**config.mk**
```make
export PLATFORM = sky130hd
export DESIGN_NAME = sbpb_div
export DESIGN_NICKNAME = d
export VERILOG_FILES = /design/src/hw/rtl/sbpb_div.sv
export SDC_FILE = /design/constraint.sdc
export NUM_CORES = 1
export LEC_CHECK = 0
export ABC_AREA = 1
export BUFFER_PORTS_ARGS = -buffer_cell sky130_fd_sc_hd__buf_2
export CAP_MARGIN = 5
export CORE_MARGIN = 2
export CORE_UTILIZATION = 45
export DETAILED_ROUTE_END_ITERATION = 6
export PLACE_DENSITY_LB_ADDON = 0.3
export SYNTH_ARGS = -nofsm -noshare
export SYNTH_HDL_FRONTEND = slang
export SYNTH_SLANG_ARGS = --single-unit
```
**constraint.sdc**
```tcl
create_clock -name i_clk -period 1.9 [get_ports i_clk]
set_input_delay 0.19 -clock i_clk [delete_from_list [all_inputs] [get_ports i_clk]]
set_output_delay 0.19 -clock i_clk [all_outputs]
set_load 0.05 [all_outputs]
```
**src/hw/rtl/sbpb_div.sv**
```systemverilog
// Pipelined restoring divider: one quotient bit per stage, MSB first.
// Requires i_num <= i_den on entry; the remainder then stays below the divisor.
module sbpb_div #(
    parameter int DEN_BITS  = 13,
    parameter int QUO_BITS  = 17,
    parameter int USER_BITS = 1
) (
    input  logic                 i_clk,
    input  logic                 i_rst_n,
    input  logic                 i_en,
    input  logic                 i_valid,
    input  logic [DEN_BITS-1:0]  i_num,
    input  logic [DEN_BITS-1:0]  i_den,
    input  logic [USER_BITS-1:0] i_user,
    output logic                 o_valid,
    output logic [QUO_BITS-1:0]  o_quo,
    output logic [USER_BITS-1:0] o_user
);

    logic                 r_vld  [QUO_BITS];
    logic [DEN_BITS-1:0]  r_rem  [QUO_BITS];
    logic [DEN_BITS-1:0]  r_den  [QUO_BITS];
    logic [QUO_BITS-1:0]  r_quo  [QUO_BITS];
    logic [USER_BITS-1:0] r_user [QUO_BITS];

    for (genvar k = 0; k < QUO_BITS; k++) begin : g_step
        logic                 p_vld;
        logic [DEN_BITS:0]    p_cand;
        logic [DEN_BITS-1:0]  p_den;
        logic [QUO_BITS-1:0]  p_quo;
        logic [USER_BITS-1:0] p_user;
        logic                 ge;
        logic [DEN_BITS-1:0]  n_rem;
        logic [QUO_BITS-1:0]  n_quo;

        // first step compares the numerator as is, later steps shift the remainder
        if (k == 0) begin : g_first
            assign p_vld  = i_valid;
            assign p_cand = {1'b0, i_num};
            assign p_den  = i_den;
            assign p_quo  = '0;
            assign p_user = i_user;
        end else begin : g_next
            assign p_vld  = r_vld[k-1];
            assign p_cand = {r_rem[k-1], 1'b0};
            assign p_den  = r_den[k-1];
            assign p_quo  = r_quo[k-1];
            assign p_user = r_user[k-1];
        end

        // trial subtract
        always_comb begin
            ge    = (p_cand >= {1'b0, p_den});
            n_rem = ge ? DEN_BITS'(p_cand - {1'b0, p_den}) : DEN_BITS'(p_cand);
            n_quo = {p_quo[QUO_BITS-2:0], ge};
        end

        always_ff @(posedge i_clk) begin
            if (!i_rst_n) begin
                r_vld[k] <= 1'b0;
            end else if (i_en) begin
                r_vld[k] <= p_vld;
            end
            if (i_en) begin
                r_rem[k]  <= n_rem;
                r_den[k]  <= p_den;
                r_quo[k]  <= n_quo;
                r_user[k] <= p_user;
            end
        end
    end

    assign o_valid = r_vld[QUO_BITS-1];
    assign o_quo   = r_quo[QUO_BITS-1];
    assign o_user  = r_user[QUO_BITS-1];

endmodule

```
Word level (Yosys, flattened, before mapping)

Memories as Yosys holds them, arrays and structs flattened.
Cells that the tools add are included.

Add/sub/neg operators: 17
Magnitude comparators: 17
Multiplexer cells: 39
Bitwise logic cells: 17

Operators with widths:

| operator                                         | number |
|---|---|
| 14-bit by 13-bit >= comparator with 1-bit output | 16 |
| 13-bit 2-to-1 mux                                | 17 |
| 13-bit subtractor                                | 17 |
| 1-bit 2-to-1 mux                                 | 22 |
| 1-bit bitwise OR                                 | 17 |
| 13-bit >= comparator                             | 1 |

Flip-flop bits (word level): 0
Memory bits (writable): 765
Input port bits: 31
Memories: 5

Memory list:

| memory | depth | width | read ports | clocked after Yosys merged registers in | wr ports | line | source |
|---|---|---|---|---|---|---|---|
| r_quo  | 17    | 17    | 17         | 0                                       | 17       | 23   | `logic [QUO_BITS-1:0] r_quo [QUO_BITS];` |
| r_den  | 17    | 13    | 16         | 0                                       | 17       | 22   | `logic [DEN_BITS-1:0] r_den [QUO_BITS];` |
| r_rem  | 17    | 13    | 16         | 0                                       | 17       | 21   | `logic [DEN_BITS-1:0] r_rem [QUO_BITS];` |
| r_user | 17    | 1     | 17         | 0                                       | 17       | 24   | `logic [USER_BITS-1:0] r_user [QUO_BITS];` |
| r_vld  | 17    | 1     | 17         | 0                                       | 17       | 20   | `logic r_vld [QUO_BITS];` |

Logic depth before layout (Yosys ltp)

Word-level depth: 4
Gate-level depth with buffers: 12
Depth with buffers taken out: 12

Worst setup path after synthesis

OpenSTA, ideal clock, no wires.

Path kind: flip-flop to flip-flop
Start: mem r_rem[8][9] (netlist: r_rem[0][113])
End: mem r_rem[9][5] (netlist: r_rem[0][122]), data pin
Library setup time: 0.253 ns
Data arrival time: 1.604 ns
Path slack: 0.043 ns
Cell stages (with the launch flop): 11
Buffers on the path: 1
Cell sequence: edfxtp_1 -> ha_1 -> nand2_1 -> inv_2 -> nand2_2 -> inv_2 -> a21oi_4 -> nand3_4 -> buf_8 -> nand2_1 -> nand2_1

RTL lines:

| element         | line |
|---|---|
| start, declared | 21 |

==> impl_metrics.csv <==
group,metric,value,unit
outcome,outcome,"finished with violations",
outcome,violations,"setup timing",
final_layout,multi_input_area,0.0188,mm²
floorplanning,io_pins,50,
synth,synth_area,0.0359,mm²
worst_setup_path,arrival,2.46,ns
final_layout,seqCellArea,0.0181,mm²
worst_setup_path,r2r-start,"r_den[0][60]",
placed_design,hpwl,62.4,mm
timing,finalClockSkew,0.0255,ns
final_layout,final_cell_mix,"924 x nand2_1, 765 x buf_4, 717 x inv_1",
clock_network,clock_tree.buffer_depth,3,
synth,synth.area.top_cells,"edfxtp_1 50%, nand2_1 13%, inv_1 9.5%, ha_1 7.7%, nand3_1 3.1%",
placed_design,globalplace.congestion,0.885,
clock_network,cts_buffers,70,
timing,final-hold-violation-count,0,
clock_network,clock_latency,0.62,ns
min_path,hold_path_end,"r_user[0][0]",
floorplanning,start_util,45.5,%
worst_setup_path,critPathLaunchType,"flop",
final_layout,final_layout_size_suffix_gt1_share,41.2,%
job,max_cap_viol_count,0,
timing,period_needed,2.11,ns
worst_setup_path,r2r_end,"r_rem[0][74]",
timing,fin_ws,-0.211,ns
timing,relSlewSlack,67.3,%
grt,antenna_found_initial,0,
drt,vias_per_cell,5.05,
worst_setup_path,reg2reg_slack,-0.21,ns
synth,syn_area_per_cell,8.88,µm²
final_layout,syn_to_final_growth,44.8,%
grt,track_usage,21.1,%
min_path,holdCritStartpoint,"i_user",
drt,vias,31000,
worst_setup_path,path_class,"flop to flop",
timing,max_freq,0.474,GHz
power,power_density,1530,mW/mm²
drt,drtPass1Iterations,6,
grt,grt-ovfl-total,0,
worst_setup_path,cp.required,2.25,ns
timing,setup_violations,158,
final_layout,layout_commonest_cell,"nand2_1",
synth,synth_cell_types,35,
worst_setup_path,cp-end-kind,"flop",
clock_network,path_clk_slew,0.06,ns
placed_design,portBuffers,49,
final_layout,nNetsFinal,5309,
timing,finalCritPeriodShare,111,%
synth,seq_area_frac_synth,50.3,%
final_layout,stdcell_count,6150,
timing,maxSlewViolCount,0,
synth,post-synth-top-area-fraction,50.3,%
floorplanning,die_y,287,µm
floorplanning,fp.dieW,287,µm
clock_network,cts.sinks,603,
final_layout,n_fill_cell,5660,
drt,ant_nets,0,
power,peakVddDrop,0.000893,V
clock_network,cts_tree,"built",
grt,grt_pass1_wl,141,mm
timing,rsz0062_at_grt,"true",
floorplanning,rows,103,
synth,synth_nets,4314,
floorplanning,dieArea,0.0822,mm²
floorplanning,core-area,0.0790,mm²
worst_setup_path,reg2reg_depth,11,
clock_network,ctsRootBufferMaster,"clkbuf_16",
worst_setup_path,worstPathMaxFanout,5,
drt,drt_drc_violations_left,0,
synth,syn_inst,4047,
drt,drt-initial-drc-count,2096,
timing,tightest_slew,0.489,ns
grt,grt_max_degree,72,
synth,ys_warn_count,0,
synth,synth.ff_latch_count,603,
drt,detail_route.wl_per_cell,16.2,µm
placed_design,dp.cells,5701,
min_path,holdPathStages,2,
final_layout,n_antenna_cell,0,
min_path,worst_hold_path_type,"input pin to flop",
grt,grt_pass1_vias,28600,
power,leakage,24.8,nW
worst_setup_path,cp-startpoint,"r_den[0][60]",
drt,routed_wl,99.9,mm
synth,yosys.area.top_type,"edfxtp_1",
placed_design,pre_cts_slack,-0.190,ns
final_layout,fin_util,65.9,%
clock_network,h-tree-depth,3,
## cells in the mapped netlist
master	n
nand2_1	1246
inv_1	908
edfxtp_1	602
nand3_1	223
ha_1	220
nand4_1	167
nor2_1	166
xor2_1	86
a21oi_1	64
nand3_2	57
o21ai_1	46
nand2_2	39
o21ai_0	37
nor2_2	32
inv_2	23
buf_6	20
fa_1	16
xnor2_1	16
a21oi_4	14
nand4_2	10
buf_2	8
nor2_4	8
nand2_4	7
buf_8	6
nand3_4	6
o21ai_2	6
nand4_4	4
nor3_1	3
a21oi_2	1
and2_4	1
buf_4	1
clkbuf_1	1
dfxtp_1	1
o211ai_1	1
o31ai_1	1
## how the worst max path moves through the flow
stage | to | slack (ns) | depth (start not counted)
2_1_floorplan | r_rem[0][122] | 0.04 | 10
3_3_place_gp | r_rem[0][136] | -0.16 | 11
3_5_place_dp | r_rem[0][49] | -0.19 | 9
4_1_cts | r_rem[0][131] | -0.06 | 11
5_1_grt | r_rem[0][73] | -0.24 | 11
6_report | r_rem[0][74] | -0.21 | 11
## state kept, by name, indices dropped and copies added, names as in the netlist
signal / flops
r_den: 208
r_quo: 153
r_rem: 208
r_user: 17
r_vld: 17
## worst max-delay path: stages (launching register included)
cell and delay [ns]:
edfxtp_1 0.43, inv_1 0.22, ha_4 0.26, nand2_4 0.10, inv_4 0.05, nand2_4 0.07
nand2_4 0.06, a21oi_4 0.16, buf_12 0.15, nand3_4 0.14, nand3_2 0.12, nand2_2 0.08
## cell type report
cell class	count	area share, %
tap	1050	2.52
multi-input combinational	2493	36.1
inverter	931	6.75
timing repair buffer	943	15.3
sequential	603	34.8
clock inverter	47	1.03
clock buffer	83	3.54
## routing by layer
layer | vias to the layer above | wire, µm | track usage, %
met5 | - | 0 | 0
met2 | 1017 | 50400 | 36.8
met1 | 14700 | 40500 | 27.0
li1 | 15100 | - | -
met3 | 264 | 5120 | 2.59
met4 | 0 | 3900 | 7.63
## report_power, final
group,internal [mW],switching [mW]
clock network,8.15,5.74
logic,20.7,23.8
registers,18.9,2.35
## repair_timing
| action | 4_1_cts | 5_1_grt |
|---|---|---|
| resized for setup | 256 | 888 |
| buffers inserted | 93 | 154 |
| pin swaps | 106 | 306 |
| setup endpoints to repair | 177 | 210 |
| hold buffers | 32 | 0 |
| hold endpoints to repair | 31 | 0 |
| cloned | 18 | 24 |
## logic make-up (layout without fill, tap and decap cells)
logic type,count (synthesis),after routing,synth area share [%]
compound gates,170,170,2.89
fa+ha+maj,236,236,8.55
simple gates,1969,1985,25.0
xor+xnor,102,102,2.49
flops,603,603,50.3
buf+inv,967,2004,10.7
## through the flow
stage / area (µm²) / power (mW) / setup TNS (ns) / hold slack (ns)
after floorplan: 35900 / 39.5 / 0 / 0.289
after global placement: 41900 / 50.7 / -9.37 / 0.370
after detailed placement: 41900 / 51.2 / -12.42 / 0.368
after CTS: 47000 / 68.8 / -0.944 / 0.248
after global routing: 52000 / 84.3 / -20.29 / 0.290
final: 52000 / 79.6 / -7.75 / 0.287
Power figures use the tool's default switching activity.
