==> config.mk <==
export PLATFORM = sky130hd
export DESIGN_NAME = sbpb_band
export DESIGN_NICKNAME = d
export VERILOG_FILES = /design/src/hw/rtl/sbpb_pkg.sv /design/src/hw/rtl/sbpb_band.sv
export SDC_FILE = /design/constraint.sdc
export NUM_CORES = 1
export LEC_CHECK = 0
export BUFFER_PORTS_ARGS = -buffer_cell sky130_fd_sc_hd__buf_4
export CAP_MARGIN = 20
export CORE_AREA = 2 2 102 104
export CTS_BUF_LIST = sky130_fd_sc_hd__clkbuf_2 sky130_fd_sc_hd__clkbuf_4 sky130_fd_sc_hd__clkbuf_8
export CTS_CLUSTER_DIAMETER = 120
export DETAILED_ROUTE_END_ITERATION = 10
export DIE_AREA = 0 0 104 106
export HOLD_SLACK_MARGIN = 0.06
export PLACE_DENSITY_LB_ADDON = 0.12
export SYNTH_ARGS = -nofsm -noshare
export SYNTH_HDL_FRONTEND = slang
export SYNTH_SLANG_ARGS = --single-unit
==> constraint.sdc <==
create_clock -name i_clk -period 3.3 [get_ports i_clk]
set_input_delay 0.165 -clock i_clk [delete_from_list [all_inputs] [get_ports i_clk]]
set_output_delay 0.165 -clock i_clk [all_outputs]
set_load 0.05 [all_outputs]
==> src/hw/rtl/sbpb_pkg.sv <==
package sbpb_pkg;

    // default column width
    localparam int COLUMN_BITS_DEF = 12;

    // pixel channel width
    localparam int CH_BITS = 8;

    // Q1.16 weight: 16 fraction bits plus the integer bit that holds 1.0
    localparam int FRAC_BITS = 16;
    localparam int WGT_BITS  = FRAC_BITS + 1;
    localparam logic [WGT_BITS-1:0] WGT_ONE = {1'b1, {FRAC_BITS{1'b0}}};

    // squares of a Q1.16 value stay at or below 2^32
    localparam int SQ_BITS = 2 * FRAC_BITS + 1;

    // configuration register indexes
    localparam int CFG_ADDR_BITS = 1;
    localparam logic [CFG_ADDR_BITS-1:0] REG_CENTER = 1'b0;
    localparam logic [CFG_ADDR_BITS-1:0] REG_HALF   = 1'b1;

    // one pixel pair
    typedef struct packed {
        logic [CH_BITS-1:0] base_r;
        logic [CH_BITS-1:0] base_g;
        logic [CH_BITS-1:0] base_b;
        logic [CH_BITS-1:0] over_r;
        logic [CH_BITS-1:0] over_g;
        logic [CH_BITS-1:0] over_b;
    } t_pix;

    // data carried alongside the weight computation
    typedef struct packed {
        logic force_hi;   // right of band: weight is 1.0
        logic force_lo;   // left of band or zero-width band: weight is 0
        t_pix pix;
    } t_side;

    // blended pixel
    typedef struct packed {
        logic [CH_BITS-1:0] out_b;
        logic [CH_BITS-1:0] out_g;
        logic [CH_BITS-1:0] out_r;
    } t_rgb;

endpackage

==> src/hw/rtl/sbpb_band.sv <==
// Band edge compare and setup of the position division.
module sbpb_band #(
    parameter int COLUMN_BITS = sbpb_pkg::COLUMN_BITS_DEF
) (
    input  logic                   i_clk,
    input  logic                   i_rst_n,
    input  logic                   i_en,
    input  logic                   i_valid,
    input  logic [COLUMN_BITS-1:0] i_column,
    input  sbpb_pkg::t_pix         i_pix,
    input  logic [COLUMN_BITS-1:0] i_center,
    input  logic [COLUMN_BITS-1:0] i_half,
    output logic                   o_valid,
    output logic [COLUMN_BITS:0]   o_num,
    output logic [COLUMN_BITS:0]   o_den,
    output sbpb_pkg::t_side        o_side
);

    localparam int SW = COLUMN_BITS + 2;

    logic signed [SW-1:0] x, lo, hi, offs;
    logic                 left, right, zero, force_any;
    logic [COLUMN_BITS:0] n_num, n_den;

    logic                 r_valid;
    logic [COLUMN_BITS:0] r_num, r_den;
    sbpb_pkg::t_side      r_side;

    // signed band edges, lower edge may go negative
    always_comb begin
        x         = signed'({2'b00, i_column});
        lo        = signed'({2'b00, i_center}) - signed'({2'b00, i_half});
        hi        = signed'({2'b00, i_center}) + signed'({2'b00, i_half});
        offs      = x - lo;
        left      = (x < lo);
        right     = (x > hi);
        zero      = (i_half == '0);
        force_any = left || right || zero;
        // out of band or zero-width band: divide 0 by 1 so the divider stays in range
        n_num     = force_any ? '0 : offs[COLUMN_BITS:0];
        n_den     = force_any ? (COLUMN_BITS+1)'(1) : {i_half, 1'b0};
    end

    always_ff @(posedge i_clk) begin
        if (!i_rst_n) begin
            r_valid <= 1'b0;
        end else if (i_en) begin
            r_valid <= i_valid;
        end
        if (i_en) begin
            r_num           <= n_num;
            r_den           <= n_den;
            r_side.force_hi <= right;
            r_side.force_lo <= left || zero;
            r_side.pix      <= i_pix;
        end
    end

    assign o_valid = r_valid;
    assign o_num   = r_num;
    assign o_den   = r_den;
    assign o_side  = r_side;

endmodule

# After elaboration in Yosys (flattened, before gate mapping)
# Index checks and enable logic that the tools add are counted.
[op_classes]
n_reduce_logical = 4
addsub = 3
order_cmp = 2
n_mux = 1
[ops]
columns = ["cell", "count"]
rows = [
  ["12-bit by 12-bit adder with 13-bit output", 1],
  ["12-bit by 13-bit greater-than comparator with 1-bit output", 1],
  ["13-bit less-than comparator", 1],
  ["12-bit by 12-bit subtractor with 13-bit output", 1],
  ["13-bit subtractor", 1],
  ["12-bit logical NOT", 1],
  ["1-bit logical OR", 3],
  ["1-bit 2-to-1 mux", 1],
]
[word_totals]
ff_bits = 77
inputBits = 88
output_inout_bits = 77
elab_cells = 22

# Logic depth before layout (Yosys ltp)
# Gate-level depths: netlist of the first run.
[logic_depth]
depth_word = 5
ltp_mapped = 17
depth_no_buf = 16

# Worst setup path before layout of the first run
# Ideal clock, no wire load.
[synth_timing]
path_kind = "in2reg"
startpoint = "input port i_half[1]"
endpoint = "register r_num[5], in the netlist o_num[5] (data pin)"
setup_time_ps = 256
n_path_buf = 1
stages = 16
t_arrival_ps = 3186
t_required_ps = 3044
slack_ps = -142
cell_sequence = "inv_1 ha_1 nand2b_1 a221oi_1 o211ai_1 o31ai_1 nand4_1 and4_1 ha_1 o21ai_0 nor2_1 o22ai_1 or3_4 o31ai_4 buf_8 nor3_2"
[synth_via]
elab_chain_cells = 4
word_cells_on_any_way = 8
classes_between = "add/sub: 3; order compare: 2; reduce/logical: 3"
[synth_rtl]
columns = ["item", "line_no", "text"]
rows = [
  ["start: declaration", "sbpb_band.sv:12", "input logic [COLUMN_BITS-1:0] i_half,"],
  ["12-bit by 12-bit subtractor with 13-bit output or 12-bit by 12-bit adder with 13-bit output (tied branches)", "sbpb_band.sv:32, sbpb_band.sv:33", ""],
  ["13-bit less-than comparator or 12-bit by 13-bit greater-than comparator with 1-bit output (tied branches)", "sbpb_band.sv:35, sbpb_band.sv:36", ""],
  ["1-bit logical OR (2 in series)", "sbpb_band.sv:38", "force_any = left || right || zero;"],
  ["end signal: assignment", "sbpb_band.sv:51", "r_num <= n_num;"],
  ["end: declaration", "sbpb_band.sv:26", "logic [COLUMN_BITS:0] r_num, r_den;"],
]
# Parallel ways exist; a longest one is shown, timed or not.
# A chain may end at the register's enable or synchronous reset.

# Final worst setup path of the first run
[layout_timing]
startpoint = "input port i_half[1]"
endpoint = "register r_num[12], in the netlist o_num[12] (data pin)"
# The elaborated chain is that of the path after synthesis.

==> summary.txt, run 1 <==
Synthesis
  • Flop and latch count out of synthesis: 77
  • Mapped Area: 0.004549 mm2
  • Top_reg_cell synth: edfxtp_1
  • Synth warn: 0
  • Share of the synthesized area in the top cell type: 0.5017
  • Post-synth top cells: edfxtp_1, ha_1, nor2_1
  • Yosys top cell by area: edfxtp_1
  • Mean Syn Cell Area: 12.04 um2
  • Cell count after synthesis: 378
  • Sequential element share of the synthesized area: 0.5061
  • FFs w/ async S/R, synth: 0
  • Syn nets: approximately 520
  • Library cells used by synthesis: 55
  • Ranking of synthesized cells by area: edfxtp_1, ha_1, xnor2_1
  • Post-synth EDFFs: between 70 and 80
  • Most frequent cell after synthesis: edfxtp_1

Route
  • Final wirelength: 13440 um
  • DRC: 0
  • Iteration-0 DRC Markers: between 200 and 250
  • Vias per inst: 5.089
  • Vias: ~4100
  • WL/cell: 16.79 um
  • TritonRoute pass-1 iters: 4
  • Final ANT Viol Nets: 0

STA
  • Period utilization: 1.018
  • Worst-Margin Slew: 0.9652 ns
  • Fin. max-slew vios: 0
  • RSZ-0062 raised after global routing: true
  • Setup ws final: -0.05805 ns
  • Setup TNS: -1.050 ns
  • Headroom to the max-slew limit: 0.3565
  • Maximum clock frequency: between 200 and 300 MHz
  • Clock skew: 0 ns
  • Final Hold Fails: 0
  • Final setup violation count: 23
  • Tmin final: 3.358 ns

Setup path
  • Crit path launch: i_half[1]
  • Critical Path End Type: flop
  • Reg2Reg Setup Slack: 2.11 ns
  • CP Data Arrival Time: 3.48 ns
  • Setup Crit Path Kind: in2reg
  • Crit path to: o_num[12]
  • Buffers & Inverters on Critical Path: 4
  • Worst R2R End: o_valid
  • Stages on worst setup path: 18
  • Critical Path Slowest Stage Cell: or4_1
  • Startpoint Class: input port
  • Worst R2R Start: o_valid
  • Reg2reg path depth: 3
  • Critical-path cell list: buf_8 -> buf_6 -> ha_4 -> nor2_4 -> a221oi_4 -> o211ai_1 -> o31ai_2 -> or4_1 -> and4_4 -> ha_4 -> o21ai_2 -> nor2_1 -> o22ai_1 -> or3_4 -> o31ai_4 -> buf_6 -> buf_12 -> a21oi_1
  • Worst path required time: between 3 and 4 ns
  • Worst-path maximum fanout: 8
  • Critical Path Max Stage Delay: 0.52 ns
  • Family with the most delay on the worst path: simple AND/OR/NAND/NOR gates

Global routing
  • GRT overflow: 0
  • Vias in the first global route: 4047
  • First-pass GRT wire length: 20420 um
  • Pin count of the biggest net entering global routing: slightly below 80
  • Initial antenna violation count: 0
  • Total GRT Usage: 0.2390

Final layout
  • Fraction of layout cells with a size suffix above 1: 0.4503
  • N_diodes: 0
  • Final core utilization: 0.7402
  • Design Area, Final: 0.007402 mm2
  • FILL cells: 740
  • Register area: roughly 0.0023 mm2
  • Synthesis-to-layout area growth: 62.71%
  • Non-filler cells, final: 800
  • Nets: 798
  • Area of the multi-input gates: ~0.0023 mm2

Clock network
  • CTS Buf Count: 9
  • TritonCTS Sinks: 77
  • H-tree levels: 3
  • Clk root buf: clkbuf_8
  • Max clock buf depth: 2
  • Skew-Pair Late Insertion Delay: 0.37 ns
  • TritonCTS clock tree: done
  • Worst-path clk slew: ~0.09 ns

Run status
  • Failing checks: negative setup slack
  • Status: finished with violations

Floorplan
  • I/O Pins: 165
  • Initial Util: 0.4550
  • Die outline height: 106 um
  • Core area: roughly 0.010 mm2
  • Die width: 104 um
  • Total die area: 0.01102 mm2
  • Row cnt: 37

Power
  • Lkg Pwr: between 3 and 4 nW
  • P per Cell Area: between 500 and 600 mW/mm2
  • Worst VDD drop: 0.2698 mV

Placed design
  • Detailed placement HPWL: around 9300 um
  • Dpl cells: 729
  • Dpl cell area: roughly 0.0064 mm2
  • # port buffers: about 160
  • GP Congestion: between 0.8 and 0.9

Job
  • Maxcap violations: 0

Min path
  • Hold WC Path Type: in2reg
how the worst min path moves through the flow:
stage	from	endpoint	cells past startpoint
finish	i_half[7]	o_den[8]	3
global route	i_half[10]	o_den[11]	3
CTS	i_half[4]	o_den[5]	3
detailed placement	i_pix[41]	o_side[41]	1
global placement	i_pix[11]	o_side[11]	1
floorplan	i_pix[0]	o_side[0]	0
where the power goes:
group / leakage (nW) / switching [mW] / internal [mW] / total (mW)
clock network: 0.0944 / 0.407 / 0.360 / 0.767
registers: 0.749 / 0.0374 / 1.24 / 1.28
logic: 2.39 / 1.04 / 0.763 / 1.81
total: 3.23 / 1.49 / 2.36 / 3.85
state kept, by name, summed over array words and instances (netlist names):
signal / cells
o_num: 13
o_den: 13
o_side: 50
o_valid: 1
through the flow:
stage,setup WS (ns),power [mW],hold slack [ns]
global route,-0.2381,4.037,0.1990
finish,-0.05805,3.852,0.1925
detailed placement,-0.4370,2.931,0.3442
global placement,-0.3917,2.904,0.3430
CTS,0.04001,3.736,0.1829
floorplan,-0.06764,2.356,0.2639
cell families (layout without fill, tap and decap cells):
| logic type | count (synthesis) | count (layout) | share of synthesized area |
|---|---|---|---|
| compound gates | 70 | 70 | 0.1075 |
| xor+xnor | 26 | 26 | 0.05005 |
| fa+ha+maj | 51 | 51 | 0.1452 |
| buf+inv | 37 | 323 | 0.04097 |
| flops | 77 | 77 | 0.5061 |
| mux | 1 | 1 | 0.002200 |
| simple gates | 116 | 116 | 0.1480 |
tightest hold or removal path: cells and delay by family:
family | cells | cell delay (ns)
simple gates | 1 | 0.05
buf+inv | 2 | 0.19
cell usage in the layout (no fill, tap or decap), types with 4 or more instances in the layout:
cell	count
xnor2_1	16
nand2b_1	9
nor3_1	11
nor2_1	30
ha_1	38
o211ai_1	5
buf_4	220
ha_4	7
edfxtp_1	76
buf_6	4
nor3_2	12
o21a_1	5
clkbuf_8	9
a21oi_1	19
nor4_1	4
nand3_1	7
nand2_1	9
xor2_1	10
o21ai_0	8
dlygate4sd3_1	50
a21o_1	6
inv_1	24
area by class of cell:
| type | count | area share |
|---|---|---|
| Timing Repair Buffer | 280 | 0.3124 |
| Sequential cell | 77 | 0.3110 |
| Multi-Input combinational cell | 264 | 0.3102 |
| Tap cell | 136 | 0.02299 |
| Clock buffer | 9 | 0.01673 |
| Inverter | 27 | 0.01572 |
| Clock inverter | 7 | 0.01099 |
what timing repair did:
| item | in CTS | in global routing |
|---|---|---|
| hold buffers | 50 | 0 |
| setup endpoints to repair | 5 | 27 |
| endpoints found under the hold margin | 49 | 0 |
| setup buffers | 0 | 4 |
| gates resized for setup | 2 | 45 |
| pin swaps | 0 | 26 |
| cloned | 0 | 1 |
routing by layer:
metal / vias to the layer above / wire [um] / part of all wire / track usage
met5: - / 0 / 0 / 0
met4: 0 / 244 / 0.018 / 0.06757
met3: 17 / 686 / 0.051 / 0.05702
met2: 145 / 7227 / 0.54 / 0.4417
met1: 1953 / 5276 / 0.39 / 0.2762
li1: 1956 / - / - / -
Note: power is estimated with default switching activity, not from simulation.
==> run 2, diff against run 1 <==
Settings changed: CORE_AREA 2 2 102 104 to 8 8 103 105, DIE_AREA 0 0 104 106 to 0 0 111 113.
Clock period 3.3 ns to 3.1 ns, I/O delays scaled along.
==> summary.txt, run 2 (synthesis gave the netlist of run 1 again) <==
Clock network
  • Max clock buf depth: 2
  • TritonCTS clock tree: done
  • Clk root buf: clkbuf_8
  • H-tree levels: 3
  • Skew-Pair Late Insertion Delay: 0.35 ns
  • Worst-path clk slew: approximately 0.09 ns
  • CTS Buf Count: 9
  • TritonCTS Sinks: 77

Job
  • Maxcap violations: 0

Final layout
  • Fraction of layout cells with a size suffix above 1: 0.4899
  • Max reg flops: 50
  • Commonest non-fill, non-tap cell in the layout: buf_4
  • Nets: 824
  • N_diodes: 0
  • Synthesis-to-layout area growth: 67.30%
  • Final core utilization: 0.8478
  • Commonest non-fill, non-tap cells in the layout: buf_4, edfxtp_1, dlygate4sd3_1
  • Design Area, Final: 0.007611 mm2

Placed design
  • Dpl cell area: around 0.0066 mm2
  • Pre-CTS setup slack: -0.5674 ns
  • Detailed placement HPWL: 10060 um
  • GP Congestion: around 0.86
  • # port buffers: 164

Setup path
  • Worst-path maximum fanout: 7
  • CP Data Arrival Time: 3.40 ns
  • Worst R2R Start: o_valid
  • Reg2Reg Setup Slack: ~1.9 ns
  • Crit path launch: i_center[0]
  • Setup Crit Path Kind: in2reg
  • Startpoint Class: input port
  • Critical Path End Type: flop
  • Worst path required time: 3.21 ns

Power
  • Worst VDD drop: 0.3718 mV
  • P per Cell Area: 553.5 mW/mm2
  • Lkg Pwr: 3.377 nW
  • Overall Power: 4.213 mW

Floorplan
  • Die outline height: 113 um
  • Initial Util: 0.5068
  • Core area: 0.008977 mm2
  • Die width: 111 um
  • Total die area: 0.01254 mm2
  • I/O Pins: 165
  • Row cnt: 35

Global routing
  • Pin count of the biggest net entering global routing: 78
  • Total GRT Usage: 0.2174
  • GRT overflow: 0
  • Initial antenna violation count: 0
  • Vias in the first global route: 4390
  • First-pass GRT wire length: 22050 um

STA
  • Fin. max-slew vios: 0
  • Clock skew: 0 ns
  • Final Hold Fails: 0
  • Headroom to the max-slew limit: 0.3604
  • Hold slack final: 0.1747 ns
  • Final setup violation count: 27
  • Setup ws final: -0.1886 ns
  • Worst-Margin Slew: 0.9594 ns
  • Period utilization: 1.061
  • RSZ-0062 raised after global routing: true
  • Maximum clock frequency: 304.1 MHz
  • Tmin final: 3.289 ns

Min path
  • Hold WC Path Type: in2reg
  • HP Start: i_half[5]

Route
  • Vias: 4221
  • Vias per inst: 5.270
  • Final ANT Viol Nets: 0
  • WL/cell: 18.36 um
  • Iteration-0 DRC Markers: 213
  • Final wirelength: between 10000 and 15000 um
  • TritonRoute pass-1 iters: 4
  • DRC: 0

Run status
  • Status: finished with violations
  • Failing checks: negative setup slack
[run 2: changes by cell type in the layout (fill, tap and decap cells not counted), sizes merged]
cell / previous run / this run
buf: 229 / 255
clkinv: 0 / 2
clkinvlp: 3 / 1
[run 2: power breakdown]
| part | switching (mW) | internal [mW] |
|---|---|---|
| clock network | 0.434 | 0.391 |
| logic | 1.17 | 0.858 |
| registers | 0.0416 | 1.32 |
[run 2: per-stage QoR]
step                        TNS (ns)  cells
final                         -3.866    801
after global placement        -9.396    730
after CTS                 -0.0008997    798
after detailed placement      -12.24    730
after floorplan               -5.493    378
after global routing          -7.544    801
[run 2: what timing repair did]
item / 4_1_cts / 5_1_grt
buffers inserted: 2 / 2
hold endpoints to repair: 49 / 0
hold buffers: 50 / 0
setup endpoints to repair: 27 / 27
cloned: 0 / 2
gates resized for setup: 11 / 43
pin swaps: 2 / 12
[run 2: worst paths after layout]
kind / cells after the start / to
worst max-delay path: 20 / o_den[11]
worst min-delay path: 3 / o_den[6]
worst max register to register: 3 / o_valid
worst min register to register: 3 / o_valid
[run 2: final cells by class]
cell class	count	area, um2
sequential	77	2302
timing repair buffer	306	2502
clock inverter	7	91.34
inverter	27	118.9
tap	111	138.9
clock buffer	9	123.9
multi-input combinational	264	2333
fill	482	1366
[run 2: routing by layer]
metal	share of wire	GRT usage	up-vias
met5	0	0	-
met4	0.020	0.07297	0
met3	0.059	0.05132	22
met2	0.54	0.3943	161
met1	0.38	0.2444	2031
li1	-	-	2007
[run 2: critical path: stages]
cell and delay, ns:
buf_6 0.09, buf_6 0.11, ha_4 0.15, inv_2 0.05
fa_2 0.22, nor2_4 0.05, o311a_1 0.33, o2111ai_2 0.25
a21oi_1 0.11, nor2_1 0.15, xnor2_1 0.16, ha_2 0.23
buf_6 0.10, o21ai_2 0.05, nor2_1 0.10, o22ai_1 0.08
or3_4 0.35, o31ai_4 0.36, clkbuf_16 0.25, nor3_2 0.06
==> run 3, diff against run 2 <==
Settings changed: MAX_ROUTING_LAYER from default to met4.
==> summary.txt, run 3 (synthesis gave the netlist of run 1 again) <==
Route
  • Iteration-0 DRC Markers: 233
  • DRC: 0
  • TritonRoute pass-1 iters: 5
  • WL/cell: 20.32 um
  • Final wirelength: around 16000 um
  • Vias per inst: 5.374
  • Vias: 4358
  • Final ANT Viol Nets: 0

STA
  • Worst-Margin Slew: 0.9884 ns
  • Tmin final: 3.356 ns
  • Headroom to the max-slew limit: 0.3411
  • Setup TNS: -6.294 ns
  • Fin. max-slew vios: 0
  • Final setup violation count: 26
  • Setup ws final: -0.2563 ns
  • Period utilization: 1.083
  • RSZ-0062 raised after global routing: true
  • Final Hold Fails: 0
  • Maximum clock frequency: 297.9 MHz
  • Clock skew: 0 ns
  • Hold slack final: 0.2062 ns

Setup path
  • Worst-path maximum fanout: 7
  • CP Data Arrival Time: ~3.5 ns
  • Critical Path End Type: flop
  • Crit path launch: i_center[5]
  • Worst R2R Start: o_valid
  • Setup Crit Path Kind: in2reg
  • Worst path required time: 3.23 ns
  • Startpoint Class: input port

Global routing
  • Initial antenna violation count: 0
  • Vias in the first global route: 4414
  • Total GRT Usage: 0.2404
  • Pin count of the biggest net entering global routing: 78
  • GRT overflow: 0
  • First-pass GRT wire length: 23250 um

Placed design
  • Dpl cells: 730
  • GP Congestion: 0.8688
  • Detailed placement HPWL: 10280 um
  • # port buffers: about 160

Min path
  • Hold WC Path Type: in2reg
  • HP Start: i_half[10]

Run status
  • Status: finished with violations
  • Failing checks: negative setup slack

Final layout
  • Area of the multi-input gates: roughly 0.0024 mm2
  • Commonest non-fill, non-tap cells in the layout: buf_4, edfxtp_1, dlygate4sd3_1
  • Nets: 834
  • Max reg flops: 50
  • Final core utilization: 0.8623
  • Non-filler cells, final: between 800 and 900
  • N_diodes: 0
  • Commonest non-fill, non-tap cell in the layout: buf_4
  • FILL cells: 449
  • Register area: approximately 0.0023 mm2
  • Fraction of layout cells with a size suffix above 1: 0.4957
  • Synthesis-to-layout area growth: 70.16%

Power
  • P per Cell Area: 555.3 mW/mm2
  • Lkg Pwr: between 3 and 4 nW
  • Worst VDD drop: 0.4060 mV
  • Overall Power: around 4.3 mW

Clock network
  • CTS Buf Count: 9
  • TritonCTS clock tree: done
  • H-tree levels: 3
  • Skew-Pair Late Insertion Delay: 0.37 ns
  • Max clock buf depth: 2
  • Worst-path clk slew: about 0.10 ns
  • TritonCTS Sinks: 77
  • Clk root buf: clkbuf_8

Floorplan
  • Die outline height: roughly 110 um
  • Total die area: 0.01254 mm2
  • I/O Pins: 165
  • Row cnt: 35
  • Core area: around 0.0090 mm2
  • Initial Util: 0.5068
  • Die width: 111 um

Job
  • Maxcap violations: 0
-- run 3: cell types whose count changed in the layout (fill, tap and decap cells not counted), sizes merged --
cell | before | now
inv | 30 | 31
clkinv | 2 | 1
buf | 255 | 264
clkbuf | 10 | 11
-- run 3: path summary, 6_finish.rpt --
| path | end | slack, ns | cells after the start |
|---|---|---|---|
| setup / recovery | o_num[2] | -0.26 | 17 |
| hold / removal | o_den[11] | 0.21 | 3 |
| setup reg to reg | o_valid | 1.94 | 3 |
| hold reg to reg | o_valid | 1.09 | 3 |
-- run 3: worst max-delay path, cell delays in order --
cell and delay [ns]:
buf_6 0.11, ha_1 0.29, nor2_2 0.18, nand2_1 0.09, o211ai_1 0.31, o31ai_2 0.14
or4_1 0.44, and4_4 0.18, ha_4 0.26, o21ai_2 0.04, nor2_1 0.10, o22ai_1 0.09
or3_4 0.42, o31ai_4 0.26, buf_6 0.18, clkbuf_16 0.17, nor3_2 0.05
-- run 3: report_power, final --
group	leakage [nW]	switching [mW]	internal, mW
registers	0.749	0.0419	1.32
logic	2.59	1.21	0.901
clock network	0.103	0.443	0.385
total	3.44	1.69	2.61
-- run 3: through the flow --
step | setup WS, ns | cell area, um2
floorplan | -0.2576 | 4629
global placement | -0.4908 | 6584
detailed placement | -0.5919 | 6584
CTS | -0.07225 | 7365
global route | -0.3363 | 7741
finish | -0.2563 | 7741
-- run 3: layer usage --
metal  global-route usage  share of wire  up-vias
li1                     -              -     2031
met1               0.2562           0.37     2073
met2               0.4340           0.53      221
met3              0.05767          0.076       33
met4              0.06937          0.024        0
met5                    -              0        -
-- run 3: final cells by class --
class                   count  area share
clock buffers               9     0.01600
clock inverters             7     0.01034
inverters                  27     0.01535
multi-input cells         264      0.3081
flip-flops and latches     77      0.2974
well taps                 111     0.01794
repair buffers            316      0.3349
-- run 3: what timing repair did --
action,CTS,global route
cloned,0,3
setup buffers,3,9
endpoints found under the setup margin,27,28
endpoints found under the hold margin,49,0
gates resized for setup,12,44
pin swaps,4,32
hold buffers,50,0
