`config.mk`:
```
export PLATFORM = sky130hd
export DESIGN_NAME = sbpb_mix
export DESIGN_NICKNAME = d
export VERILOG_FILES = /design/src/hw/rtl/sbpb_pkg.sv /design/src/hw/rtl/sbpb_mix.sv
export SDC_FILE = /design/constraint.sdc
export NUM_CORES = 1
export LEC_CHECK = 0
export ABC_AREA = 1
export BUFFER_PORTS_ARGS = -buffer_cell sky130_fd_sc_hd__clkbuf_2
export CELL_PAD_IN_SITES_DETAIL_PLACEMENT = 1
export CELL_PAD_IN_SITES_GLOBAL_PLACEMENT = 2
export CORE_UTILIZATION = 40
export DETAILED_ROUTE_END_ITERATION = 6
export GPL_TIMING_DRIVEN = 0
export HOLD_SLACK_MARGIN = 0.15
export PLACE_DENSITY_LB_ADDON = 0.08
export SYNTH_ARGS = -nofsm -noshare
export SYNTH_HDL_FRONTEND = slang
export SYNTH_SLANG_ARGS = --single-unit
```
`constraint.sdc`:
```
create_clock -name i_clk -period 6.2 [get_ports i_clk]
set_input_delay 0.31 -clock i_clk [delete_from_list [all_inputs] [get_ports i_clk]]
set_output_delay 0.31 -clock i_clk [all_outputs]
set_load 0.005 [all_outputs]
```
`src/hw/rtl/sbpb_pkg.sv`:
```
package sbpb_pkg;

    // default column width
    localparam int COLUMN_BITS_DEF = 12;

    // pixel channel width
    localparam int CH_BITS = 8;

    // Q1.16 weight: 16 fraction bits plus the integer bit that holds 1.0
    localparam int FRAC_BITS = 16;
    localparam int WGT_BITS  = FRAC_BITS + 1;
    localparam logic [WGT_BITS-1:0] WGT_ONE = {1'b1, {FRAC_BITS{1'b0}}};

    // squares of a Q1.16 value stay at or below 2^32
    localparam int SQ_BITS = 2 * FRAC_BITS + 1;

    // configuration register indexes
    localparam int CFG_ADDR_BITS = 1;
    localparam logic [CFG_ADDR_BITS-1:0] REG_CENTER = 1'b0;
    localparam logic [CFG_ADDR_BITS-1:0] REG_HALF   = 1'b1;

    // one pixel pair
    typedef struct packed {
        logic [CH_BITS-1:0] base_r;
        logic [CH_BITS-1:0] base_g;
        logic [CH_BITS-1:0] base_b;
        logic [CH_BITS-1:0] over_r;
        logic [CH_BITS-1:0] over_g;
        logic [CH_BITS-1:0] over_b;
    } t_pix;

    // data carried alongside the weight computation
    typedef struct packed {
        logic force_hi;   // right of band: weight is 1.0
        logic force_lo;   // left of band or zero-width band: weight is 0
        t_pix pix;
    } t_side;

    // blended pixel
    typedef struct packed {
        logic [CH_BITS-1:0] out_b;
        logic [CH_BITS-1:0] out_g;
        logic [CH_BITS-1:0] out_r;
    } t_rgb;

endpackage

```
`src/hw/rtl/sbpb_mix.sv`:
```
// Weight override and per-channel blend: base + floor((over - base) * w / 2^16).
module sbpb_mix (
    input  logic                          i_clk,
    input  logic                          i_rst_n,
    input  logic                          i_en,
    input  logic                          i_valid,
    input  logic [sbpb_pkg::WGT_BITS-1:0] i_w,
    input  sbpb_pkg::t_side               i_side,
    output logic                          o_valid,
    output sbpb_pkg::t_rgb                o_rgb
);

    localparam int PB = sbpb_pkg::CH_BITS + 1 + sbpb_pkg::WGT_BITS + 1;
    localparam int SB = sbpb_pkg::CH_BITS + 3;

    logic [sbpb_pkg::WGT_BITS-1:0] wf;
    logic signed [sbpb_pkg::WGT_BITS:0] ws;
    logic [sbpb_pkg::CH_BITS-1:0] base [3];
    logic [sbpb_pkg::CH_BITS-1:0] over [3];
    logic signed [sbpb_pkg::CH_BITS:0] dif [3];
    logic signed [PB-1:0] prod [3];
    logic signed [SB-1:0] sum [3];

    logic                         r_vld1, r_vld2;
    logic signed [PB-1:0]         r_prod [3];
    logic [sbpb_pkg::CH_BITS-1:0] r_base [3];
    sbpb_pkg::t_rgb               r_rgb;

    // stage 1: final weight and signed products
    always_comb begin
        priority if (i_side.force_hi) begin
            wf = sbpb_pkg::WGT_ONE;
        end else if (i_side.force_lo) begin
            wf = '0;
        end else begin
            wf = i_w;
        end
        ws      = signed'({1'b0, wf});
        base[0] = i_side.pix.base_r;
        base[1] = i_side.pix.base_g;
        base[2] = i_side.pix.base_b;
        over[0] = i_side.pix.over_r;
        over[1] = i_side.pix.over_g;
        over[2] = i_side.pix.over_b;
        for (int c = 0; c < 3; c++) begin
            dif[c]  = signed'({1'b0, over[c]}) - signed'({1'b0, base[c]});
            prod[c] = dif[c] * ws;
        end
    end

    // stage 2: floor shift and add back the base
    always_comb begin
        for (int c = 0; c < 3; c++) begin
            sum[c] = signed'({3'b000, r_base[c]})
                   + SB'(r_prod[c] >>> sbpb_pkg::FRAC_BITS);
        end
    end

    always_ff @(posedge i_clk) begin
        if (!i_rst_n) begin
            r_vld1 <= 1'b0;
            r_vld2 <= 1'b0;
        end else if (i_en) begin
            r_vld1 <= i_valid;
            r_vld2 <= r_vld1;
        end
        if (i_en) begin
            for (int c = 0; c < 3; c++) begin
                r_prod[c] <= prod[c];
                r_base[c] <= base[c];
            end
            r_rgb.out_r <= sum[0][sbpb_pkg::CH_BITS-1:0];
            r_rgb.out_g <= sum[1][sbpb_pkg::CH_BITS-1:0];
            r_rgb.out_b <= sum[2][sbpb_pkg::CH_BITS-1:0];
        end
    end

    assign o_valid = r_vld2;
    assign o_rgb   = r_rgb;

endmodule

```
---- Word level (Yosys, flattened, before mapping) ----
Memory sizes are Yosys's and may differ from the RTL's.
Cells that the tools add are included.
word-level totals
  register bits after elaboration ......... 26
  memory bits (writable) .................. 105
  output and inout bits ................... 25
  memories ................................ 2
operators by class
  add/sub/neg operators ................... 6
  multiply operators ...................... 3
  mux-type cells .......................... 4
memories
  memory  depth  bits a word  read ports  clocked after Yosys merged registers in  wr ports  line            RTL
  r_prod  3      27           3           0                                        3         sbpb_mix.sv:25  logic signed [PB-1:0] r_prod [3];
  r_base  3      8            3           0                                        3         sbpb_mix.sv:26  logic [sbpb_pkg::CH_BITS-1:0] r_base [3];
operators by type and width
  kind             count
  $mul A9 B18 Y27  3
  $mux W17         2
  $sub A8 B8 Y9    3
  $add A8 B8 Y8    3
  $mux W1          2

---- Longest topological paths before layout ----
Gate-level depths: netlist of run 1.
  depth after elaboration ................. 3
  mapped depth ............................ 33

---- Least setup slack after synthesis of run 1 ----
Ideal clock, no wire load.
  path type ............................... input to register
  start point ............................. input port i_side[0] (netlist bit)
  end point ............................... memory r_prod[0][77] (netlist bit), data pin
  arrival ................................. 5.489 ns
  required time ........................... 5.951 ns
  setup slack ............................. 0.461 ns
  stages .................................. 29
  path buffers ............................ 1
  cell sequence ........................... inv_1 -> ha_1 -> fa_1 -> o21ai_2 -> xor2_1 -> inv_1 -> clkbuf_1 -> nor2_1 -> fa_1 -> inv_1 -> fa_1 -> inv_1 -> fa_1 -> fa_1 -> inv_1 -> fa_1 -> inv_1 -> ha_1 -> a21oi_1 -> o21ai_0 -> nand2_1 -> nand2_1 -> nand2_1 -> nand2_1 -> nand3b_1 -> nand2_1 -> nand2_1 -> nand2_1 -> inv_1
RTL lines
  item                line            RTL
  start: declaration  sbpb_mix.sv:8   input sbpb_pkg::t_side i_side,
  end: declaration    sbpb_mix.sv:25

==> run summary, run 1 <==
Endpoints failing setup: 0
Setup slack after layout: 0.2461 ns
Pre-CTS setup slack: -1.001 ns
CTS Sinks: 74
Synthesized instance count: 2139
CTS clk-pin slew, worst paths: 0.06 ns
Pint: 2.951 mW
Detailed-route DRC error count: 0
VDD IR max: 0.0002047 V
Via count of the routed design: 14352
DPL Wire Length: 46710 um
Sw Pwr: 3.329 mW
Fin crit share: 0.9603
R2r endpoint: o_rgb[6]$_DFFE_PP_
WL per Instance: 19.30 um
Placed cells: 2820
Area Overhead vs Synth: 11.51%
Final cell count without fillers: 2857
Critical R2R Launch: r_base[0][0]$_DFFE_PP_
Post-synthesis sequential area ratio: 0.1244
CP max stage cell: buf_1
Share of layout cells above drive strength 1: 0.09111
Gpl congestion: 0.8736
Number of synthesized register bits: 74
Register share of total power: 0.149
Worst-case headroom to the max-slew limit: 0.3187
Warnings from Yosys: 0
Critical path, cell by cell: clkbuf_2 -> nor2_4 -> nand2_2 -> buf_2 -> buf_1 -> nand2_1 -> fa_1 -> fa_1 -> inv_1 -> fa_1 -> fa_1 -> inv_1 -> fa_1 -> inv_1 -> ha_1 -> nand2_1 -> nor3_1 -> nand3_1 -> nand3b_1 -> nand3_1 -> nand2_1
Largest net degree at the start of global routing: 59
Final hold vios: 0
First-pass GRT wire length: 88470 um
CP dominant cell by count: fa_1
Antenna fix cells: 0
Fmax: 168.0 MHz
Die H: 212.4 um
Core box area: 0.04336 mm2
Max-cap violations: 0
Syn_nets: 2732
Iteration-0 DRC Markers: 616
Clk_lat worst skew: 0.38 ns
Fin. max-slew vios: 0
Crit path capture type: flop
Tmin final: 5.954 ns
Most frequent cells in the layout: nand2_1, inv_1, fa_1
Primary FF master, synth: edfxtp_1
Final Skew: 0.008997 ns
Buffers & Inverters on Critical Path: 6
Gr ovfl total: 0
Status: finished clean
Gate power share: 0.761
Most common cell after layout, fill and taps aside: nand2_1
PwrDens: 318.1 mW/mm2
CP Launch Type: input port
Total power: 6.280 mW
Yosys cell types: 36
Crit path kind: input port to flop
Final WL: 55150 um
Via-per-instance ratio: 5.023
1st-pass router iterations: 5
Reg-to-reg slack, setup: 4.16 ns
Num CTS Buffers: 9
I/O pins: 96
IO Port Bufs: 95
Clk pwr share: 0.091
Final net count: 2860
HP Class: input port to flop
CP delay by family, top: adder cells
CP Capture Point: r_prod[0][22]$_DFFE_PP_
Core Util, Final: 0.4552
Initial antenna violation count: 1
CTS root buf: clkbuf_16
Post-synth EDFFs: 72
CTS tree: done
Critical Path Fanout Max: 10
GRT Overall Usage: 0.2622
Mean Syn Cell Area: 8.276 um2
Post-route ant nets: 0
Levels on crit path: 21
Die area: 0.04510 mm2
# H-tree levels: 3
Critical Path RT: 6.31 ns
Setup TNS: 0 ns
CP Launch Point: i_side[48]
Die width: 212.4 um
Vias in the first global route: 16253
CTS Buffer Depth: 2
Pleak: 10.55 nW
Post-synth ARST share: 0
Slowest stage delay, CP: 0.71 ns
Sw frac: 0.5301
Worst Reg2Reg Path Length in Cells: 7
WP data arrival: 6.06 ns
Cell Rows: 76
Slew @ Worst Pin: 1.022 ns
Starting Density: 0.4082
Post-Syn Area: 0.01770 mm2
[layer usage]
layer	part of all wire	global-route usage
met4	0.039	0.1052
met5	0.00024	0
met3	0.037	0.03708
met2	0.48	0.4477
met1	0.44	0.3334
[sequential cells by signal (all words and copies together), names as in the netlist]
register / cells
o_rgb: 24
o_valid: 1
r_base: 24
r_prod: 24
r_vld1: 1
[cell families after synthesis]
| logic type | share of synthesized area |
|---|---|
| AOI/OAI and AO/OA | 0.04601 |
| DFF | 0.1244 |
| xor gates and xnor gates | 0.02622 |
| buffers and inverters | 0.1049 |
| adders and majority gates | 0.5051 |
| and+or+nand+nor | 0.1934 |
[what timing repair did]
item                       CTS  global route
pin swaps                    0             2
cloned                       0             0
buffers inserted             0             5
resized for setup            8            71
setup endpoints to repair   20            17
hold buffers                22             0
hold endpoints to repair    22             0
[how the worst min path moves through the flow]
| stage | slack, ns | cells past startpoint | from | endpoint |
|---|---|---|---|---|
| 6_report | 0.18 | 1 | i_side[25] | r_base[0][17]$_DFFE_PP_ |
| 5_1_grt | 0.17 | 1 | i_side[25] | r_base[0][17]$_DFFE_PP_ |
| 4_1_cts | 0.16 | 1 | i_side[25] | r_base[0][17]$_DFFE_PP_ |
| 3_5_place_dp | 0.50 | 2 | r_vld1$_SDFFE_PN0P_ | o_valid$_SDFFE_PN0P_ |
| 3_3_place_gp | 0.46 | 2 | r_vld1$_SDFFE_PN0P_ | o_valid$_SDFFE_PN0P_ |
| 2_1_floorplan | 0.41 | 0 | i_side[40] | r_base[0][0]$_DFFE_PP_ |
[Yosys cell counts (6+ instances only)]
cell      count  area, um2
ha_1        201       2515
nand2_1     435       1633
nor2_1      319       1197
nand3_1      59      295.3
inv_2         6      22.52
nor4_1        8      50.05
o21bai_1      6      45.04
buf_2        20      100.1
o21ai_0      42      210.2
edfxtp_1     72       2162
xor2_1       42      367.9
clkbuf_1     35      131.4
nand4_1       8      50.05
fa_1        321       6426
nand3b_1     11      82.58
nor3_1       11      55.05
a21oi_1      82      410.4
inv_1       413       1550
xnor2_1      11      96.34
a21o_1        6      45.04
[cell type report]
cell class	instances	area, um2
timing repair buffer	123	763.2
sequential	74	2202
buffer	54	282.8
multi-input combinational	1583	13850
clock inverter	7	85.08
inverter	422	1598
fill	5287	23620
clock buffer	9	225.2
tap	585	732.0
[power by group through the flow]
stage | combinational, mW | clock [mW] | sequential (mW)
after floorplan | 3.27 | 0 | 0.935
after global placement | 4.62 | 0 | 0.943
after detailed placement | 4.71 | 0 | 0.948
after CTS | 4.78 | 0.593 | 0.938
after global routing | 5.48 | 0.606 | 0.954
final | 4.78 | 0.570 | 0.933
[stage by stage]
stage | hold slack (ns) | area (um2)
detailed placement | 0.4984 | 18940
floorplan | 0.4089 | 17700
CTS | 0.1550 | 19490
global placement | 0.4619 | 18910
global route | 0.1709 | 19740
finish | 0.1751 | 19740
[worst reg2reg max path, cell delays in order, from the launching register on]
cell,delay (ns)
edfxtp_1,0.33
ha_1,0.17
inv_1,0.06
fa_1,0.40
o21ai_0,0.33
a21oi_1,0.13
o21ai_0,0.26
xor2_1,0.10
No activity file was read; power rests on OpenSTA's default activity.
==> run 2: changes to the inputs <==
--- a/config.mk
+++ b/config.mk
@@ -8,7 +8,7 @@
 export ABC_AREA = 1
 export BUFFER_PORTS_ARGS = -buffer_cell sky130_fd_sc_hd__clkbuf_2
 export CELL_PAD_IN_SITES_DETAIL_PLACEMENT = 1
-export CELL_PAD_IN_SITES_GLOBAL_PLACEMENT = 2
+export CELL_PAD_IN_SITES_GLOBAL_PLACEMENT = 1
 export CORE_UTILIZATION = 40
 export DETAILED_ROUTE_END_ITERATION = 6
 export GPL_TIMING_DRIVEN = 0
==> run summary, run 2 (synthesis gave the netlist of run 1 again) <==
RSZ-0062 raised after global routing: yes
Final net count: 2865 (+0.17%)
Core Util, Final: 0.4549 (about the same)
CTS Buffer Depth: 2 (unchanged)
Detailed-route DRC error count: 0 (unchanged)
Die H: 212.4 um (unchanged)
I/O pins: 96 (unchanged)
Area Overhead vs Synth: 11.44% (about the same)
Num CTS Buffers: 9 (unchanged)
Share of layout cells above drive strength 1: 0.09179 (+0.0006783)
Fin crit share: 0.9562 (-0.004108)
Final Skew: 0.008874 ns (-0.0001228 ns)
Max-cap violations: 0 (unchanged)
Global route hottest layer: met2
Fill count: 5277 (-0.19%)
Pleak: 10.56 nW (about the same)
# H-tree levels: 3 (unchanged)
Vias in the first global route: 16071 (-1.1%)
Reg-to-reg slack, setup: 4.12 ns (-0.04 ns)
Antenna fix cells: 0 (unchanged)
IO Port Bufs: 95 (unchanged)
Via count of the routed design: 14507 (+1.1%)
CTS root buf: clkbuf_16
PwrDens: 317.6 mW/mm2 (-0.16%)
Starting Density: 0.4082 (unchanged)
Gr ovfl total: 0 (unchanged)
VDD IR max: 0.0002532 V (+24%)
Crit path kind: input port to flop
Die area: 0.04510 mm2 (unchanged)
Critical R2R Launch: r_base[0][0]$_DFFE_PP_
DPL Wire Length: 47190 um (+1.0%)
CP Launch Type: input port
GRT Overall Usage: 0.2632 (+0.0009556)
Via-per-instance ratio: 5.069 (+0.90%)
Critical Path RT: 6.33 ns (+0.02 ns)
1st-pass router iterations: 5 (unchanged)
Core box area: 0.04336 mm2 (unchanged)
Most common cell after layout, fill and taps aside: nand2_1
Pre-CTS setup slack: -0.8077 ns (+0.1929 ns)
HP Class: input port to flop
CTS Sinks: 74 (unchanged)
Tmin final: 5.928 ns (-0.02547 ns)
Iteration-0 DRC Markers: 645 (+4.7%)
Hold Path End: r_base[0][0]$_DFFE_PP_
Setup slack after layout: 0.2715 ns (+0.02547 ns)
Most frequent cells in the layout: nand2_1, inv_1, fa_1
Die width: 212.4 um (unchanged)
CTS clk-pin slew, worst paths: 0.06 ns (about the same)
Worst Reg2Reg Path Length in Cells: 7 (unchanged)
Cell Rows: 76 (unchanged)
Final hold vios: 0 (unchanged)
Met1 Track Usage GR: 0.3407 (+0.007318)
First-pass GRT wire length: 88550 um (about the same)
Largest net degree at the start of global routing: 52 (-12%)
Fin. max-slew vios: 0 (unchanged)
Hold depth: 1 (unchanged)
GRT met2 Usage: 0.4542 (+0.006536)
Critical Path Fanout Max: 10 (unchanged)
WL per Instance: 19.36 um (+0.31%)
Crit path capture type: flop
Gpl congestion: 0.9069 (+3.8%)
Slew @ Worst Pin: 0.9005 ns (-0.1214 ns)
Worst-case headroom to the max-slew limit: 0.3996 (+0.08096)
R2r endpoint: o_rgb[6]$_DFFE_PP_
Fmax: 168.7 MHz (+0.43%)
Clk_lat worst skew: 0.38 ns (about the same)
CTS tree: done
Endpoints failing setup: 0 (unchanged)
Final WL: 55420 um (+0.48%)
Status: finished clean
WP data arrival: 6.06 ns (about the same)
Initial antenna violation count: 1 (unchanged)
Post-route ant nets: 0 (unchanged)
Met3 Usage GRT: 0.04682 (+0.009749)
Hold path startpoint: i_side[40]
==> run 2: report_power, final <==
| part | switching [mW] | internal, mW |
|---|---|---|
| clock | 0.230 | 0.271 |
| sequential | 0.0651 | 0.871 |
| combinational | 3.05 | 1.78 |
| total | 3.35 | 2.92 |
==> run 2: worst max-delay path by stage <==
stage,to,cells past startpoint,start
final,r_prod[0][50]$_DFFE_PP_,27,i_side[8]
after detailed placement,r_prod[0][50]$_DFFE_PP_,28,i_side[8]
after CTS,r_prod[0][50]$_DFFE_PP_,29,i_side[8]
after global placement,r_prod[0][50]$_DFFE_PP_,28,i_side[8]
after floorplan,r_prod[0][77]$_DFFE_PP_,29,i_side[0]
after global routing,r_prod[0][50]$_DFFE_PP_,27,i_side[8]
==> run 2: layout make-up <==
class	instances	area [um2]	area share
clock buffer	10	229.0	0.01161
tap	585	732.0	0.03711
multi-input combinational	1583	13840	0.7016
clock inverter	6	42.54	0.002157
buffer	57	304.0	0.01541
sequential	74	2202	0.1116
inverter	422	1597	0.08093
timing repair buffer	125	780.7	0.03958
==> run 2: per-layer routing <==
metal | vias to the layer above | share of wire
met5 | - | 0
met4 | 0 | 0.020
met3 | 51 | 0.048
met2 | 285 | 0.49
met1 | 7399 | 0.44
li1 | 6772 | -
==> run 2: worst max-delay path: stages <==
cell and delay (ns):
clkbuf_2 0.08, inv_1 0.04, ha_1 0.21, fa_2 0.40
nand3b_1 0.19, nand2_2 0.13, xor2_1 0.09, inv_1 0.24
buf_2 0.36, nor2_1 0.10, fa_1 0.52, fa_1 0.57
fa_1 0.43, fa_1 0.46, ha_1 0.30, ha_1 0.41
nand2_1 0.13, nor2_1 0.23, nand2_1 0.11, nor4_2 0.15
nand2_1 0.18, nand2_1 0.11, nand2_1 0.05, nand2_1 0.10
inv_1 0.05, nand2_1 0.06, nand2_1 0.04
==> run 2: per-stage QoR <==
step                setup TNS, ns  cells  area [um2]  hold slack [ns]  total power [mW]
floorplan                       0   2139       17700           0.4089             4.210
global placement           -9.733   2819       18910           0.4580             5.566
detailed placement         -11.08   2820       18940           0.4896             5.678
CTS                             0   2858       19510           0.1616             6.253
global route              -0.1453   2862       19730           0.1635             6.984
finish                          0   2862       19730           0.1725             6.265
==> run 2: timing repair <==
action	in CTS	in global routing
hold buffers	23	0
setup buffers	0	6
setup endpoints to repair	15	14
pin swaps	0	4
resized for setup	14	72
endpoints found under the hold margin	22	0
==> run 3: changes to the inputs <==
--- a/config.mk
+++ b/config.mk
@@ -7,7 +7,7 @@
 export LEC_CHECK = 0
 export ABC_AREA = 1
 export BUFFER_PORTS_ARGS = -buffer_cell sky130_fd_sc_hd__clkbuf_2
-export CELL_PAD_IN_SITES_DETAIL_PLACEMENT = 1
+export CELL_PAD_IN_SITES_DETAIL_PLACEMENT = 0
 export CELL_PAD_IN_SITES_GLOBAL_PLACEMENT = 1
 export CORE_UTILIZATION = 40
 export DETAILED_ROUTE_END_ITERATION = 6
==> run summary, run 3 (synthesis gave the netlist of run 1 again) <==
CP max stage cell: fa_1
CTS root buf: clkbuf_16
Die area: 0.04510 mm2 (unchanged)
Crit path kind: input port to flop
Num CTS Buffers: 9 (unchanged)
I/O pins: 96 (unchanged)
Buffers & Inverters on Critical Path: 6 (+1)
Total power: 6.229 mW (-0.58%)
# H-tree levels: 3 (unchanged)
CTS clk-pin slew, worst paths: 0.06 ns (about the same)
CTS Buffer Depth: 2 (unchanged)
Critical Path RT: 6.34 ns (about the same)
Die width: 212.4 um (unchanged)
Largest net degree at the start of global routing: 52 (unchanged)
Tmin final: 5.845 ns (-0.08392 ns)
PwrDens: 315.6 mW/mm2 (-0.63%)
HP Class: input port to flop
Worst-case headroom to the max-slew limit: 0.3921 (-0.007567)
WL per Instance: 17.97 um (-7.2%)
CTS tree: done
Levels on crit path: 28 (+3.7%)
Gpl congestion: 0.9069 (unchanged)
CP dominant cell by count: nand2_1
Cell Rows: 76 (unchanged)
DPL Wire Length: 43980 um (-6.8%)
Core box area: 0.04336 mm2 (unchanged)
Share of layout cells above drive strength 1: 0.08891 (-0.002879)
Via-per-instance ratio: 4.956 (-2.2%)
Endpoints failing setup: 0 (unchanged)
First-pass GRT wire length: 82890 um (-6.4%)
Iteration-0 DRC Markers: 710 (+10%)
Clk_lat worst skew: 0.38 ns (about the same)
Core Util, Final: 0.4552 (about the same)
CTS Sinks: 74 (unchanged)
Crit path capture type: flop
Final net count: 2860 (-0.17%)
Hold depth: 1 (unchanged)
Slew @ Worst Pin: 0.9119 ns (+0.01135 ns)
Status: finished clean
Fill count: 4446 (-16%)
GRT Overall Usage: 0.2461 (-0.01712)
CP delay by family, top: adder cells
Area Overhead vs Synth: 11.49% (about the same)
Gr ovfl total: 0 (unchanged)
Antenna fix cells: 0 (unchanged)
Starting Density: 0.4082 (unchanged)
Final WL: 51350 um (-7.3%)
IO Port Bufs: 95 (unchanged)
Pleak: 10.56 nW (about the same)
WP data arrival: 5.98 ns (-0.08 ns)
Initial antenna violation count: 0 (-1)
Detailed-route DRC error count: 0 (unchanged)
Max-cap violations: 0 (unchanged)
Setup slack after layout: 0.3555 ns (+0.08392 ns)
Setup TNS: 0 ns (unchanged)
Slowest stage delay, CP: 0.54 ns (-0.03 ns)
Final Skew: 0.006471 ns (-0.002404 ns)
Final hold vios: 0 (unchanged)
Most common cell after layout, fill and taps aside: nand2_1
Pre-CTS setup slack: -0.7591 ns (+0.04857 ns)
Fmax: 171.1 MHz (+1.4%)
Critical Path Fanout Max: 5 (-5)
Die H: 212.4 um (unchanged)
Via count of the routed design: 14159 (-2.4%)
Post-route ant nets: 0 (unchanged)
Fin. max-slew vios: 0 (unchanged)
CP Launch Type: input port
Most frequent cells in the layout: nand2_1, inv_1, fa_1
Vias in the first global route: 15065 (-6.3%)
Worst Reg2Reg Path Length in Cells: 10 (+3)
VDD IR max: 0.0002536 V (+0.13%)
Fin crit share: 0.9427 (-0.01353)
1st-pass router iterations: 5 (unchanged)
## run 3: cell types whose count changed in the layout (fill, tap and decap cells not counted), sizes merged
cell         previous run  this run
clkbuf                142       135
clkinvlp                3         2
clkinv                  6         5
inv                   419       420
bufinv                  0         2
dlygate4sd3            23        24
## run 3: layer usage
layer | track usage | vias up | routed length [um]
met4 | 0.05929 | 0 | 869
met5 | 0 | - | 0
met1 | 0.3299 | 7053 | 23310
met3 | 0.04328 | 41 | 2795
met2 | 0.4114 | 305 | 24380
li1 | - | 6760 | -
## run 3: power by group
group | internal (mW) | switching, mW
logic | 1.75 | 2.95
clock network | 0.355 | 0.236
registers | 0.871 | 0.0611
## run 3: cell type report
class                   count  area (um2)  share of cell area
plain buffers              54       284.0             0.01439
clock buffers               9       225.2             0.01141
clock inverters             7       100.1            0.005072
inverters                 422        1594             0.08077
multi-input cells        1583       13830              0.7008
flip-flops and latches     74        2202              0.1116
well taps                 585       732.0             0.03709
repair buffers            123       768.2             0.03892
## run 3: metrics by stage
| stage | cells | hold WS [ns] | area [um2] |
|---|---|---|---|
| after floorplan | 2139 | 0.4089 | 17700 |
| after global placement | 2819 | 0.4580 | 18910 |
| after detailed placement | 2820 | 0.4765 | 18940 |
| after CTS | 2858 | 0.1534 | 19520 |
| after global routing | 2857 | 0.1582 | 19740 |
| final | 2857 | 0.1734 | 19740 |
## run 3: path summary, 6_finish.rpt
check             slack, ns                      end               startpoint
setup reg to reg       4.17       o_rgb[7]$_DFFE_PP_  r_prod[0][18]$_DFFE_PP_
hold reg to reg        0.50     o_valid$_SDFFE_PN0P_      r_vld1$_SDFFE_PN0P_
hold / removal         0.17   r_base[0][1]$_DFFE_PP_               i_side[41]
setup / recovery       0.36  r_prod[0][77]$_DFFE_PP_                i_side[0]
## run 3: repair_timing
action,in CTS,in global routing
hold buffers,24,0
pin swaps,0,2
endpoints found under the hold margin,24,0
resized for setup,6,69
setup endpoints to repair,12,13
buffers inserted,0,3
